### src/jfv_pkg.sv
package jfv_pkg;

  // Field widths of one incoming word and one result word.
  localparam int ID_W     = 16;
  localparam int SIZE_W   = 16;
  localparam int CNT_W    = 5;
  localparam int VOL_W    = 20;
  localparam int STATUS_W = 2;

  // Default number of job slots.
  localparam int DEPTH_DEFAULT = 16;

  // Operation codes carried by func.
  localparam logic FUNC_PUSH = 1'b0;
  localparam logic FUNC_POP  = 1'b1;

  // Status codes reported with every result.
  localparam logic [STATUS_W-1:0] ST_DONE  = 2'd0;
  localparam logic [STATUS_W-1:0] ST_EMPTY = 2'd1;
  localparam logic [STATUS_W-1:0] ST_FULL  = 2'd2;

  // One stored job.
  typedef struct packed {
    logic [ID_W-1:0]   id;
    logic [SIZE_W-1:0] size;
  } jfv_job_t;

  // Control broadcast to every cell of the row.
  typedef struct packed {
    logic push;
    logic pop;
  } jfv_ctrl_t;

endpackage

### src/job_fifo_with_volume.sv
// The result word of an accepted input word is registered and appears in the next cycle.
// Throughput: one word per cycle; the output register is refilled in the
// cycle it is taken, so input stalls only while a result waits unread.
// The queue is a row of DEPTH cells that shifts towards the head on a pop.
// Reset clears the cell occupancy, count, running volume and output valid;
// no clearing pass is needed.
module job_fifo_with_volume
  import jfv_pkg::*;
#(
  parameter int DEPTH = DEPTH_DEFAULT
) (
  input  logic                clk,
  input  logic                rst,
  input  logic                in_valid,
  output logic                in_ready,
  input  logic                func,
  input  logic [ID_W-1:0]     job_id,
  input  logic [SIZE_W-1:0]   job_size,
  output logic                out_valid,
  input  logic                out_ready,
  output logic [ID_W-1:0]     popped_id,
  output logic [CNT_W-1:0]    item_count,
  output logic [VOL_W-1:0]    total_volume,
  output logic [SIZE_W-1:0]   head_duration,
  output logic [STATUS_W-1:0] status
);

  localparam int CW = $clog2(DEPTH + 1);

  logic             cell_valid [DEPTH];
  jfv_job_t         cell_job   [DEPTH];
  jfv_ctrl_t        ctrl;
  jfv_job_t         new_job;
  logic [CW-1:0]    cnt;
  logic [CW-1:0]    cnt_next;
  logic [CW+4:0]    cnt_wide;
  logic [VOL_W-1:0] vol;
  logic [VOL_W-1:0] vol_next;
  logic [SIZE_W-1:0]   head_next;
  logic [ID_W-1:0]     popped_next;
  logic [STATUS_W-1:0] status_next;
  logic             in_acc;
  logic             empty;
  logic             full;

  // Handshake: a new word is taken whenever the result register is free
  // or is being emptied in this cycle.
  assign in_ready = !out_valid || out_ready;
  assign in_acc   = in_valid && in_ready;
  assign empty    = !cell_valid[0];
  assign full     = cell_valid[DEPTH-1];
  assign new_job  = '{id: job_id, size: job_size};

  // Operation decode; refused operations leave the row untouched.
  assign ctrl.push = in_acc && (func == FUNC_PUSH) && !full;
  assign ctrl.pop  = in_acc && (func == FUNC_POP) && !empty;

  // The row of cells; the head sits in cell 0.
  for (genvar i = 0; i < DEPTH; i++) begin : g_cell
    logic     prev_v;
    logic     nxt_v;
    jfv_job_t nxt_j;
    if (i == 0) begin : g_head
      assign prev_v = 1'b1;
    end else begin : g_body
      assign prev_v = cell_valid[i-1];
    end
    if (i == DEPTH - 1) begin : g_tail
      assign nxt_v = 1'b0;
      assign nxt_j = '0;
    end else begin : g_inner
      assign nxt_v = cell_valid[i+1];
      assign nxt_j = cell_job[i+1];
    end
    jfv_cell u_cell (
      .clk        (clk),
      .rst        (rst),
      .ctrl       (ctrl),
      .prev_valid (prev_v),
      .nxt_valid  (nxt_v),
      .nxt_job    (nxt_j),
      .new_job    (new_job),
      .valid      (cell_valid[i]),
      .job        (cell_job[i])
    );
  end

  // Result of the current word, worked out from the state before it.
  always_comb begin
    cnt_next    = cnt;
    vol_next    = vol;
    popped_next = '0;
    status_next = ST_DONE;
    head_next   = empty ? '0 : cell_job[0].size;
    if (func == FUNC_PUSH) begin
      if (full) begin
        status_next = ST_FULL;
      end else begin
        cnt_next = cnt + 1'b1;
        vol_next = vol + {{(VOL_W-SIZE_W){1'b0}}, job_size};
        if (empty) begin
          head_next = job_size;
        end
      end
    end else begin
      if (empty) begin
        status_next = ST_EMPTY;
      end else begin
        cnt_next    = cnt - 1'b1;
        vol_next    = vol - {{(VOL_W-SIZE_W){1'b0}}, cell_job[0].size};
        popped_next = cell_job[0].id;
        head_next   = cell_valid[1] ? cell_job[1].size : '0;
      end
    end
  end

  // The reported count wraps at the field width.
  assign cnt_wide = {5'b0, cnt_next};

  // Count, running volume and the output valid flag.
  always_ff @(posedge clk) begin
    if (rst) begin
      cnt       <= '0;
      vol       <= '0;
      out_valid <= 1'b0;
    end else begin
      if (in_acc) begin
        cnt <= cnt_next;
        vol <= vol_next;
      end
      if (in_acc) begin
        out_valid <= 1'b1;
      end else if (out_ready) begin
        out_valid <= 1'b0;
      end
    end
  end

  // Result word register.
  always_ff @(posedge clk) begin
    if (in_acc) begin
      popped_id     <= popped_next;
      item_count    <= cnt_wide[CNT_W-1:0];
      total_volume  <= vol_next;
      head_duration <= head_next;
      status        <= status_next;
    end
  end

  // The count register agrees with the occupancy of the row.
  a_empty_cnt: assert property (@(posedge clk) disable iff (rst)
    (cnt == '0) == empty)
    else $error("count and head cell occupancy disagree");

  a_full_cnt: assert property (@(posedge clk) disable iff (rst)
    (cnt == CW'(DEPTH)) == full)
    else $error("count and tail cell occupancy disagree");

  // An empty queue holds no volume.
  a_empty_vol: assert property (@(posedge clk) disable iff (rst)
    empty |-> (vol == '0))
    else $error("volume is not zero on an empty queue");

  // A pop from an empty queue is flagged in the next result.
  a_pop_empty: assert property (@(posedge clk) disable iff (rst)
    (in_acc && (func == FUNC_POP) && empty) |=> (status == ST_EMPTY))
    else $error("pop from empty queue not flagged");

endmodule

### src/jfv_cell.sv
module jfv_cell
  import jfv_pkg::*;
(
  input  logic      clk,
  input  logic      rst,
  input  jfv_ctrl_t ctrl,
  input  logic      prev_valid,
  input  logic      nxt_valid,
  input  jfv_job_t  nxt_job,
  input  jfv_job_t  new_job,
  output logic      valid,
  output jfv_job_t  job
);

  // A push lands in the first empty cell: this one is empty and its
  // neighbour towards the head is occupied.
  logic take_new;
  assign take_new = ctrl.push && !valid && prev_valid;

  // Occupancy: a pop shifts the row one place towards the head.
  always_ff @(posedge clk) begin
    if (rst) begin
      valid <= 1'b0;
    end else if (ctrl.pop) begin
      valid <= nxt_valid;
    end else if (take_new) begin
      valid <= 1'b1;
    end
  end

  // Job contents follow the same shift or load.
  always_ff @(posedge clk) begin
    if (ctrl.pop) begin
      job <= nxt_job;
    end else if (take_new) begin
      job <= new_job;
    end
  end

endmodule
### config.mk
export PLATFORM = sky130hd
export DESIGN_NAME = job_fifo_with_volume
export DESIGN_NICKNAME = d
export VERILOG_FILES = /design/src/jfv_pkg.sv /design/src/job_fifo_with_volume.sv /design/src/jfv_cell.sv
export SDC_FILE = /design/constraint.sdc
export NUM_CORES = 1
export LEC_CHECK = 0
export BUFFER_PORTS_ARGS = -buffer_cell sky130_fd_sc_hd__buf_4
export CAP_MARGIN = 20
export CORE_ASPECT_RATIO = 0.7
export CORE_UTILIZATION = 60
export CTS_CLUSTER_SIZE = 24
export DETAILED_ROUTE_END_ITERATION = 6
export PLACE_DENSITY = 0.77
export SETUP_SLACK_MARGIN = 0.3
export SLEW_MARGIN = 0
export SYNTH_ARGS = -nofsm -noshare
export SYNTH_HDL_FRONTEND = slang
export SYNTH_HIERARCHICAL = 1
export SYNTH_SLANG_ARGS = --single-unit
### constraint.sdc
create_clock -name clk -period 4.55 [get_ports clk]
set_input_delay 0 -clock clk [delete_from_list [all_inputs] [get_ports clk]]
set_output_delay 0 -clock clk [all_outputs]
set_load 0.01 [all_outputs]
==> results summary, run 1 <==
The number of distinct library cells after synthesis came out at 64. The number of detailed-routing iterations run before antenna repair came out at 5. Clock tree synthesis inserted a total of 56 buffers. The die extent in x is around 270 um. The initial cell density of the core is 0.6068. The power per cell area is between 300 and 400 mW/mm^2.

The HPWL after detailed placement is about 35000 um. The detail-routed net length per standard cell is between 20 and 25 um. The met3 track demand over resource is 0.03411. The slowest stage of the critical path is the sky130_fd_sc_hd__o41ai_1 cell.

The area fraction of the dominant cell type after synthesis came out at 0.5736. The pin count of the biggest net entering global routing is 59. The synthesized area per cell came out at approximately 17 sq um.

The share of total power consumed by net switching is 0.2219. The delay contributed by the slowest stage of the critical path is ~0.52 ns. The final total power is between 0.01 and 0.015 W. The depth of the worst register-to-register path is 10. Input and output buffers added on the ports amount to slightly below 100. The worst setup path is of the reg2reg kind.

After detailed routing, the number of remaining DRC violations is 0. The fraction of the cycle the final worst path needs is 0.6513. The total clock sinks came out at 613.

For the pin with the worst max-slew slack, the measured transition is roughly 1.0 ns. The count of nets left with antenna violations once routing finished came out at 0. The layout cell share with drive strength beyond 1 is 0.4006.

The kind of end point of the critical path is a register. The net total in the final layout is around 2k. The synthesis-to-layout area growth came out at 11.81%. In this run the critical register-to-register path is captured at vol[18]. In the post-synthesis netlist, the biggest area contributors are sky130_fd_sc_hd__edfxtp_1, sky130_fd_sc_hd__mux2_4, sky130_fd_sc_hd__mux2_2.

The worst hold margin came out at a little over 0.1 ns. The finished layout holds between 2k and 3k standard cells, fillers aside. The synthesized design spends more area on one cell type than any other, namely sky130_fd_sc_hd__edfxtp_1. The number of pins exceeding their max-slew limit in the final report came out at 0.

The reg-to-reg critical path startpoint is vol[0]. The time the worst path needs with I/O delays and setup is 2.963 ns. Adding up every negative setup slack in the final design gives 0 ns. For this run, the leading register cell type out of synthesis is sky130_fd_sc_hd__edfxtp_1.

The total of warnings raised by yosys is 6. Of the total power, combinational logic draws 0.102. Including well taps, the total number of placed cells is 2491. The number of enable flip-flop cells after synthesis came out at approximately 570. Counting both buffers and inverters, the worst setup path holds a total of 1. The area fraction in compound gates after synthesis is 0.05253. The signal arrival time at the worst endpoint is 3.46 ns. The worst clock skew came out at approximately 0.032 ns. The clock transition at the registers of the reported paths is 0.07 ns. The worst setup path is launched from a register. Of all nets on the critical path, the largest fanout is 4. The internal power of the cells totals roughly 0.0097 W. The synthesized netlist occupies a cell area of 0.02989 sq mm. The maximum level of the CTS H-tree is 2. The utilization after layout is 0.6784.

The highest clock rate is about 340 MHz. The die is roughly 190 um tall. The number of vias after detailed routing came out at between 15k and 20k.

The synthesized-area fraction occupied by adder cells came out at 0.01557. The leakage power summed over all cells is ~12 nW. The number of cells on the worst hold path is 6. The gate count of the mapped netlist is 1751.

The most heavily used metal layer in global routing is met1. In the synthesized netlist the async set-or-reset flop fraction comes to 0. The startpoint identified for the worst hold timing path is out_ready. The deepest clock path buffer count came out at 3.

The core box area is between 0.04 and 0.05 sq mm. The xor/xnor cell area share of the yosys netlist is 0.008790. The met1 usage in global routing came out at 0.3395. The number of DRC markers in iteration 0 came out at 1260. After synthesis, the largest family of logic cells by area is multiplexers. The final wirelength is about 55000 um.

TritonCTS built the clock tree. The number of synthesized register bits came out at ~610. The initial antenna violation count is 1. The clock network latency to the later pin of the worst-skew pair is between 0.6 and 0.7 ns. The met2 usage came out at 0.3273.

The fraction of synthesized area in multiplexers came out at 0.2503. Grouping stages by cell kind, the critical path spends the most delay in compound AO/OA/AOI/OAI gates. Clock tree synthesis selected as its root buffer the cell sky130_fd_sc_hd__clkbuf_16. The worst hold-check path type is in2reg. The tool flagged a number of max-cap violations equal to 0.

The area enclosed by the die boundary came out at 0.05073 sq mm. The post-synthesis sequential area ratio is 0.6018. The simple-gate share of the synthesized area is 0.03252. For flop-to-flop paths, the worst setup slack is approximately 1.6 ns. The worst hold path terminates at cnt[1]. Walking the worst path, the cells encountered are ha_1, inv_1, fa_1, nor2b_1, o31ai_1, a21oi_1, nor3_1, o41ai_1, o211ai_1, mux2_1.

The first global-routing pass estimated around 87000 um of wire. Headroom to the max-slew limit came out at 0.3014. Setup repair after global routing left no endpoint under its margin.

In this run the power spent charging and discharging nets is roughly 0.0028 W. The hold violation count in the final report came out at 0. At the end of routability-driven placement, the weighted congestion stood at roughly 0.88. The sequential share of power came out at 0.519. Using the TritonRoute via totals, the vias-per-cell ratio works out to 5.759. The required time at the endpoint of the critical path is a little over 5 ns.

Setup violations remaining at the end of the flow were counted as 0. The share of power burned in the clock network came out at 0.380. The maximum vdd drop is 0.0003394 V. Across every metal layer, demand over resource in global routing totals 0.2203. The run finished with clean final reports. The via count of the first global-routing pass was 15.37k.

The initialized floorplan defines 68 standard-cell rows. The total global routing overflow is 0. The count of pins on the block boundary is between 90 and 100.
[synth_stat cells (8+ instances only)]
master                     count
sky130_fd_sc_hd__a221oi_2     17
sky130_fd_sc_hd__ha_1         34
sky130_fd_sc_hd__nor3_1        8
sky130_fd_sc_hd__mux2_4      432
sky130_fd_sc_hd__buf_12       16
sky130_fd_sc_hd__nor2_2       16
sky130_fd_sc_hd__buf_6        48
sky130_fd_sc_hd__xnor2_1      20
sky130_fd_sc_hd__a21o_1       13
sky130_fd_sc_hd__dfxtp_1      42
sky130_fd_sc_hd__and3_1       22
sky130_fd_sc_hd__o21bai_1     19
sky130_fd_sc_hd__nor2b_1       9
sky130_fd_sc_hd__edfxtp_1    571
sky130_fd_sc_hd__clkbuf_1     28
sky130_fd_sc_hd__o21ai_0      40
sky130_fd_sc_hd__mux2_2       81
sky130_fd_sc_hd__nor2_1       32
sky130_fd_sc_hd__xor2_1       10
sky130_fd_sc_hd__nand2_1      79
sky130_fd_sc_hd__a22o_1       17
sky130_fd_sc_hd__a21oi_1      36
sky130_fd_sc_hd__inv_1        45
[flip-flops by register name, indices dropped and copies added (netlist names), 2 cells and up]
register             count
vol                     20
total_volume            20
g_cell.u_cell/job      512
status                   2
cnt                      5
g_cell.u_cell/valid     16
head_duration           16
item_count               5
popped_id               16
[kinds of logic (layout without fill, tap and decap cells)]
| logic type | Yosys count | after routing |
|---|---|---|
| other | 2 | 35 |
| and+or+nand+nor | 201 | 201 |
| buffers and inverters | 139 | 323 |
| AOI/OAI and AO/OA | 209 | 209 |
| xor gates and xnor gates | 30 | 30 |
| adders and majority gates | 36 | 36 |
| DFF | 613 | 613 |
| muxes | 521 | 521 |
[worst max path at each step]
stage / slack, ns / cells after the start / start / endpoint
finish: 1.59 / 10 / vol[0] / vol[18]
global route: 1.43 / 11 / vol[0] / total_volume[14]
CTS: 1.62 / 10 / vol[0] / vol[18]
detailed placement: 1.63 / 10 / vol[0] / vol[18]
global placement: 1.61 / 10 / vol[0] / vol[18]
floorplan: 0.80 / 6 / g_cell[15].u_cell/valid / g_cell[0].u_cell/job[0]
[cell usage in the layout, fill, tap and decap left out, drive strengths merged, types with 9 or more instances in the layout]
cell,Yosys,routed
nand2,79,79
dfxtp,42,42
o21ai,42,42
a21oi,36,36
nor2,48,48
clkinv,0,33
a21o,13,13
buf,66,139
and3,22,22
conb,2,34
xor2,10,10
nor2b,9,9
a221oi,17,17
a22o,17,17
dlygate4sd3,0,36
o21bai,19,19
inv,45,45
xnor2,20,20
mux2,516,516
ha,34,34
edfxtp,571,571
clkbuf,28,63
[worst min-delay path, delay by kind of cell]
kind            cells  cell delay (ns)
simple gates        3             0.29
buf+inv             2             0.30
compound gates      1             0.05
[through the flow]
| stage | cell area [sq um] | setup WS [ns] |
|---|---|---|
| finish | 33420 | 1.587 |
| global route | 33420 | 1.430 |
| CTS | 33370 | 1.621 |
| detailed placement | 31190 | 1.629 |
| global placement | 31170 | 1.614 |
| floorplan | 30010 | 0.8026 |
[layer usage]
| layer | routed length [um] | up-vias |
|---|---|---|
| met5 | 0 | - |
| met4 | 884 | 0 |
| met3 | 2571 | 65 |
| met2 | 24070 | 331 |
| met1 | 27520 | 7716 |
| li1 | - | 7052 |
[power groups by stage]
stage / combinational (W) / clock [W] / sequential [W]
global route: 0.00136 / 0.00501 / 0.00644
finish: 0.00126 / 0.00471 / 0.00643
global placement: 0.00119 / 0 / 0.00655
detailed placement: 0.00122 / 0 / 0.00655
CTS: 0.00126 / 0.00480 / 0.00643
floorplan: 0.000849 / 0 / 0.00656
[area by class of cell]
class | instances | area [sq um]
multi-input combinational | 1031 | 11070
clock buffer | 63 | 1428
inverter | 45 | 168.9
tap | 665 | 832.0
sequential | 613 | 17990
clock inverter | 40 | 396.6
fill | 3257 | 15840
antenna | 1 | 2.502
timing repair buffer | 175 | 1540
[timing repair]
| item | 4_1_cts | 5_1_grt |
|---|---|---|
| hold buffers | 36 | 0 |
| endpoints found under the setup margin | 0 | 0 |
| hold endpoints to repair | 565 | 0 |
| setup buffers | 0 | 0 |
| gates resized for setup | 0 | 0 |
(Power assumes the default switching activity.)
==> run 2, diff against run 1 <==
--- a/config.mk
+++ b/config.mk
@@ -8,7 +8,7 @@
 export BUFFER_PORTS_ARGS = -buffer_cell sky130_fd_sc_hd__buf_4
 export CAP_MARGIN = 20
 export CORE_ASPECT_RATIO = 0.7
-export CORE_UTILIZATION = 60
+export CORE_UTILIZATION = 57
 export CTS_CLUSTER_SIZE = 24
 export DETAILED_ROUTE_END_ITERATION = 6
 export PLACE_DENSITY = 0.77
==> constraint.sdc (replaced) <==
create_clock -name clk -period 2.6 [get_ports clk]
set_input_delay 0 -clock clk [delete_from_list [all_inputs] [get_ports clk]]
set_output_delay 0 -clock clk [all_outputs]
set_load 0.01 [all_outputs]
==> results summary, run 2 (synthesized netlist as in run 1, its figures left out) <==
The run finished, with violations left. The final reports fail on DRC. Setup repair after global routing could not meet its margin everywhere. Of the total power, the clock network draws 0.376. The remaining antenna violation count is 0. The number of cells on the worst hold path came out at 3. The part of the power in combinational logic is 0.112. The final wirelength came out at between 50000 and 60000 um. The time the worst path needs with I/O delays and setup came out at between 2 and 3 ns.

The maximum level of the CTS H-tree came out at 2. The total global routing overflow is 0. The startpoint type of the worst setup path is a register.

The area after detailed placement is approximately 0.032 sq mm. The area enclosed by the die boundary came out at 0.05338 sq mm. The initial antenna violation count came out at 1. At the end of routability-driven placement, the weighted congestion stood at between 0.8 and 0.9. The number of pins exceeding their max-slew limit in the final report is 0. The count of final setup violators is 0. The total clock sinks came out at between 600 and 700. For the worst flop-to-flop path, the logic depth is 11. Entering global routing, the biggest net connects 72 pins. The hold violation count in the final report is 0. The worst reg-to-reg setup slack came out at 0.07 ns. At the pin with the least slew margin, the transition time is 0.9604 ns.

The number of DRC markers in iteration 0 is between 1k and 1.5k. The master cell of the clock root buffer is sky130_fd_sc_hd__clkbuf_16. The detailed router placed between 15k and 20k vias in this run. The clock transition at the registers of the reported paths is 0.06 ns. Dividing the detail-routed via count by the number of cells gives about 5.7. The most common library cell in the layout ignoring fill and taps is sky130_fd_sc_hd__edfxtp_1. The via count of the first global-routing pass came out at ~15k. At the placement stage, the worst setup path has a slack of -0.08807 ns. In this run the tool buffered the top-level ports with between 90 and 100 buffer cells. In the layout the commonest cells are sky130_fd_sc_hd__edfxtp_1, sky130_fd_sc_hd__mux2_4, sky130_fd_sc_hd__buf_4.

The share of total power consumed by net switching is 0.2262. The row count came out at 69. The core box area is 0.05128 sq mm. The number of clock buffers added by TritonCTS is 57. In the global route stage, overall resource usage came out at 0.2160. The net total in the final layout came out at just over 2k. The smallest setup slack after layout is just under 0.07 ns.

The first global-routing pass estimated 88810 um of wire. The internal power component is approximately 0.017 W. The required time at the endpoint of the critical path came out at 2.96 ns. The highest clock rate came out at 395.0 MHz. TritonCTS built the clock tree. STA puts the critical path data arrival time at slightly below 3 ns. The fraction of the cycle the final worst path needs came out at 0.9737. The tool flagged a number of max-cap violations equal to 0.

The count of pins on the block boundary is a little under 100. The clock passes through at most 3 buffers. The detail-routed net length per standard cell came out at about 22 um. The number of design rule violations left after detail routing is 2. The utilization after layout is 0.6747. Once detailed placement completed, the half-perimeter wirelength came to between 30000 and 40000 um. The number of detailed-routing iterations run before antenna repair is 7. The power per cell area came out at 636.3 mW/mm^2.

The filler cell count came out at ~3.4k. The initial utilization of the core area, before any placement, comes to 0.5829. The clock network latency to the later pin of the worst-skew pair came out at 0.64 ns.

The leakage power summed over all cells is 12.73 nW. The worst clock skew is 0.03414 ns. The die extent in x is around 280 um. The classification of the worst setup path is reg2reg. The normalized max-slew margin is 0.3574. The register with the most flip-flops in the layout has between 500 and 600 of them. The worst hold-check path type is in2reg.

The final cell area excluding filler cells is 0.03460 sq mm. In the final layout, the registers with the most flip-flops are g_cell.u_cell/job x512, total_volume x20, vol x20. The antenna diode instance count came out at 0. The kind of end point of the critical path is a register.

The layout cell share with drive strength beyond 1 is 0.4537. Along the worst path, the maximum fanout reaches 3. The register bank with the most flops is g_cell.u_cell/job. The sequential share of power came out at 0.512. The maximum vdd drop is about 0.00048 V.

The overall die height came out at 193.6 um. The synthesis-to-layout area growth is 15.76%. In this run the power spent charging and discharging nets is 0.004979 W.
==> run 2: cell types whose count changed in the layout (fill, tap and decap cells not counted), sizes merged <==
cell,before,now
buf,139,202
bufinv,7,6
clkbuf,63,74
clkinv,33,22
clkinvlp,0,2
diode,1,0
dlygate4sd3,36,25
inv,45,48
o21bai,19,28
==> run 2: final cells by class <==
class                      instances  area [sq um]  area share
inverter                          45         168.9    0.004882
multi-input combinational       1040         11650      0.3367
clock inverter                    33         350.3     0.01013
sequential                       613         18000      0.5202
clock buffer                      72          1483     0.04285
tap                              674         843.3     0.02437
timing repair buffer             229          2106     0.06086
==> run 2: power by group through the flow <==
stage                     sequential (W)  combinational [W]  clock, W
after global placement            0.0115            0.00218         0
final                             0.0113            0.00246   0.00829
after CTS                         0.0113            0.00237   0.00847
after detailed placement          0.0115            0.00224         0
after floorplan                   0.0115            0.00152         0
after global routing              0.0113            0.00264   0.00884
==> run 2: final timing paths <==
kind | startpoint | end
min reg2reg | vol[1] | vol[1]
max | vol[0] | total_volume[8]
min | job_size[15] | g_cell[10].u_cell/job[15]
max reg2reg | vol[0] | total_volume[8]
==> run 2: worst max-delay path: stages, from the launching register on <==
cell                       delay (ns)
sky130_fd_sc_hd__dfxtp_4         0.36
sky130_fd_sc_hd__inv_2           0.08
sky130_fd_sc_hd__ha_4            0.14
sky130_fd_sc_hd__inv_2           0.04
sky130_fd_sc_hd__fa_2            0.36
sky130_fd_sc_hd__a21o_1          0.20
sky130_fd_sc_hd__a221oi_4        0.31
sky130_fd_sc_hd__buf_4           0.19
sky130_fd_sc_hd__o21bai_1        0.06
sky130_fd_sc_hd__a21oi_1         0.18
sky130_fd_sc_hd__mux2i_1         0.14
sky130_fd_sc_hd__a211o_1         0.24
==> run 2: per-layer routing <==
metal  share of wire  global-route usage  up-vias
met4           0.017             0.05393        0
met3           0.066             0.04841       77
li1                -                   -     7215
met1            0.48              0.3328     7786
met5               0                   0        -
met2            0.43              0.3092      384
==> run 2: stage by stage <==
step	hold WS, ns	setup TNS, ns	total power [W]	instances
floorplan	0.05702	0	0.01298	1783
global placement	0.2472	0	0.01363	2549
finish	0.06466	0	0.02202	2706
CTS	0.01210	0	0.02210	2697
detailed placement	0.2583	-0.1703	0.01371	2549
global route	0.03002	-0.01001	0.02276	2706
==> run 2: what timing repair did <==
| item | in CTS | in global routing |
|---|---|---|
| endpoints found under the setup margin | 219 | 311 |
| resized for setup | 43 | 42 |
| hold buffers | 26 | 0 |
| buffers inserted | 10 | 5 |
| pin swaps | 43 | 32 |
| gates cloned | 7 | 4 |
| hold endpoints to repair | 380 | 0 |
==> run 3, diff against run 2 <==
--- a/config.mk
+++ b/config.mk
@@ -11,7 +11,7 @@
 export CORE_UTILIZATION = 57
 export CTS_CLUSTER_SIZE = 24
 export DETAILED_ROUTE_END_ITERATION = 6
-export PLACE_DENSITY = 0.77
+export PLACE_DENSITY = 0.73
 export SETUP_SLACK_MARGIN = 0.3
 export SLEW_MARGIN = 0
 export SYNTH_ARGS = -nofsm -noshare
==> results summary, run 3 (synthesized netlist as in run 1, its figures left out) <==
The floorplan step defined a die boundary enclosing 0.05338 sq mm. The overall die height came out at roughly 190 um. The HPWL after detailed placement came out at around 37000 um.

After layout, the worst setup slack is ~0.040 ns. The maximum level of the CTS H-tree came out at 2. The clock network latency to the later pin of the worst-skew pair came out at 0.61 ns.

The final wirelength came out at between 50000 and 60000 um. The worst register-to-register path has a depth of 9. The capture instance of the worst register-to-register path is vol[19]. The net load switching power came out at 0.004875 W.

The number of design rule violations left after detail routing is 0. The count of input and output buffers came out at 97. The leakage power summed over all cells came out at 12.64 nW. The die extent in x is ~280 um. The share of power burned in the clock network is 0.372. The worst register-to-register path begins at g_cell[0].u_cell/job[8]. The internal power component came out at 0.01692 W.

The area of all sequential standard cells is 0.01800 sq mm. The worst clock skew is 0.01854 ns. Entering global routing, the biggest net connects between 40 and 50 pins.

The via count of the first global-routing pass came out at around 15k. The detail-routed net length per standard cell is approximately 22 um. The initial utilization of the core area, before any placement, comes to 0.5829. STA classifies the critical path startpoint as a register.

The clock transition at the registers of the reported paths came out at 0.07 ns. The filler cell count is 3512. The core box area came out at 0.05128 sq mm.

The highest clock rate is 390.7 MHz. The launch point of the worst hold path is job_size[13]. The first TritonRoute pass finished after 5 iterations. The antenna diode instance count is 0. The row count came out at about 70.

Leaving out fill and tap cells, the most frequent cell in the layout is sky130_fd_sc_hd__edfxtp_1. The path with the worst hold slack has its endpoint at g_cell[8].u_cell/job[13]. For the worst setup path, the data required time is between 3 and 4 ns. The TritonCTS clock tree is built.

The detailed router finished its first iteration with about 1.2k violations. Of the total power, the share spent switching nets is 0.2237. The signal arrival time at the worst endpoint came out at 3.09 ns. The number of vias per cell after detailed routing is approximately 5.7.

The cell sitting at the root of the clock tree is a sky130_fd_sc_hd__clkbuf_16. The layout cell share with drive strength beyond 1 came out at 0.4457. The top fanout value on the critical path is 6. Across the run, the number of max-cap violations was 0. The sequential share of power is 0.517. The number of vias after detailed routing is 15.40k. Measured on the finished design, the core utilization comes to 0.6709. The detail route stage leaves a number of antenna-violating nets equal to 0. In the layout the commonest cells are sky130_fd_sc_hd__edfxtp_1, sky130_fd_sc_hd__mux2_4, sky130_fd_sc_hd__buf_4. The worst setup path is captured at a register. The worst setup timing slack at the placement stage came out at 0.01825 ns.

The worst hold-check path type is in2reg. The normalized max-slew margin is 0.5321. The multi-input combinational cells in the finished layout cover a total of 0.01164 sq mm. The wire length of the first global-routing pass is between 90000 and 100000 um.

The setup path with the least slack is of type reg2reg. Along the worst hold path, the cell count comes to 3. The setup check on the worst reg-to-reg path leaves a slack of approximately 0.040 ns. Counting along the longest clock path gives a buffer depth of 3.

The routability-driven placement congestion ratio is 0.8909. The total clock sinks is between 600 and 700. The maximum vdd drop came out at ~0.00047 V. Setup violations remaining at the end of the flow were counted as 0. The fraction of the cycle the final worst path needs came out at 0.9845.

The largest registers in the layout are g_cell.u_cell/job x512, total_volume x20, vol x20. The power per cell area came out at 633.5 mW/mm^2. The run finished with clean final reports. From synthesis to final layout, the design area changed by 15.10%. The count of pins on the block boundary came out at 98. The share of total power dissipated in combinational logic is 0.112. For the pin with the worst max-slew slack, the measured transition is between 0.6 and 0.7 ns.

The register bank with the most flops is g_cell.u_cell/job. The number of pins exceeding their max-slew limit in the final report came out at 0. The time the worst path needs with I/O delays and setup is roughly 2.6 ns. The number of buffers added by the clock tree synthesis step came out at 56.

Across every metal layer, demand over resource in global routing totals 0.2212. Setup repair after global routing could not meet its margin everywhere. The initial antenna violation count is 0. The net total in the final layout came out at slightly above 2k. The total global routing overflow came out at 0. The number of flip-flops in the largest register is about 510.

The hold violation count in the final report is 0.
## run 3: changes by cell type in the layout (fill, tap and decap cells not counted), sizes merged
cell and change:
clkbuf +11, bufinv -3, inv -2, clkinvlp -2, o21bai +4, buf -13
clkinv -6, dlygate4sd3 +3
## run 3: what timing repair did
action	4_1_cts	5_1_grt
setup endpoints to repair	444	45
setup buffers	8	7
gates resized for setup	48	22
gates cloned	13	0
hold buffers	28	0
endpoints found under the hold margin	444	0
pin swaps	49	17
## run 3: layer usage
layer / part of all wire / track usage
met1: 0.50 / 0.3519
met2: 0.43 / 0.3191
met3: 0.047 / 0.03240
met4: 0.017 / 0.05067
met5: 0 / 0
## run 3: area by class of cell
type | count | share of cell area
flip-flops and latches | 613 | 0.5231
inverters | 45 | 0.004909
repair buffers | 217 | 0.05746
clock inverters | 20 | 0.005128
well taps | 674 | 0.02451
clock buffers | 85 | 0.04655
multi-input cells | 1044 | 0.3384
## run 3: worst max-delay path by stage
stage                                  end  cells past startpoint               startpoint  slack (ns)
after floorplan                    vol[19]                      9  g_cell[0].u_cell/job[8]        0.19
after global placement             vol[19]                      9  g_cell[0].u_cell/job[8]        0.01
after global routing      total_volume[14]                     11  g_cell[0].u_cell/job[0]       -0.07
after CTS                 total_volume[13]                     10  g_cell[0].u_cell/job[8]        0.09
after detailed placement           vol[19]                      9  g_cell[0].u_cell/job[8]        0.02
final                              vol[19]                      9  g_cell[0].u_cell/job[8]        0.04
## run 3: critical path: stages, from the launching register on
cell and delay (ns):
sky130_fd_sc_hd__edfxtp_1 0.38, sky130_fd_sc_hd__inv_2 0.09, sky130_fd_sc_hd__ha_4 0.20, sky130_fd_sc_hd__a21o_1 0.16
sky130_fd_sc_hd__a311o_1 0.34, sky130_fd_sc_hd__a211o_1 0.30, sky130_fd_sc_hd__o22ai_4 0.28, sky130_fd_sc_hd__o31ai_4 0.10
sky130_fd_sc_hd__or4_1 0.49, sky130_fd_sc_hd__a21oi_1 0.14
## run 3: power groups by stage
stage | clock network, W | registers [W] | logic, W
3_3_place_gp | 0 | 0.0115 | 0.00218
5_1_grt | 0.00864 | 0.0113 | 0.00261
6_report | 0.00810 | 0.0113 | 0.00243
4_1_cts | 0.00828 | 0.0113 | 0.00236
3_5_place_dp | 0 | 0.0115 | 0.00223
2_1_floorplan | 0 | 0.0115 | 0.00152
## run 3: stage by stage
step	setup TNS, ns	cells	power (W)	hold slack [ns]	instance area [sq um]
after floorplan	0	1783	0.01298	0.05702	30290
after global placement	0	2536	0.01363	0.2503	31700
after detailed placement	0	2537	0.01369	0.2599	31710
after CTS	0	2691	0.02191	0.04957	34240
after global routing	-0.2404	2698	0.02254	0.08084	34410
final	0	2698	0.02179	0.09039	34410
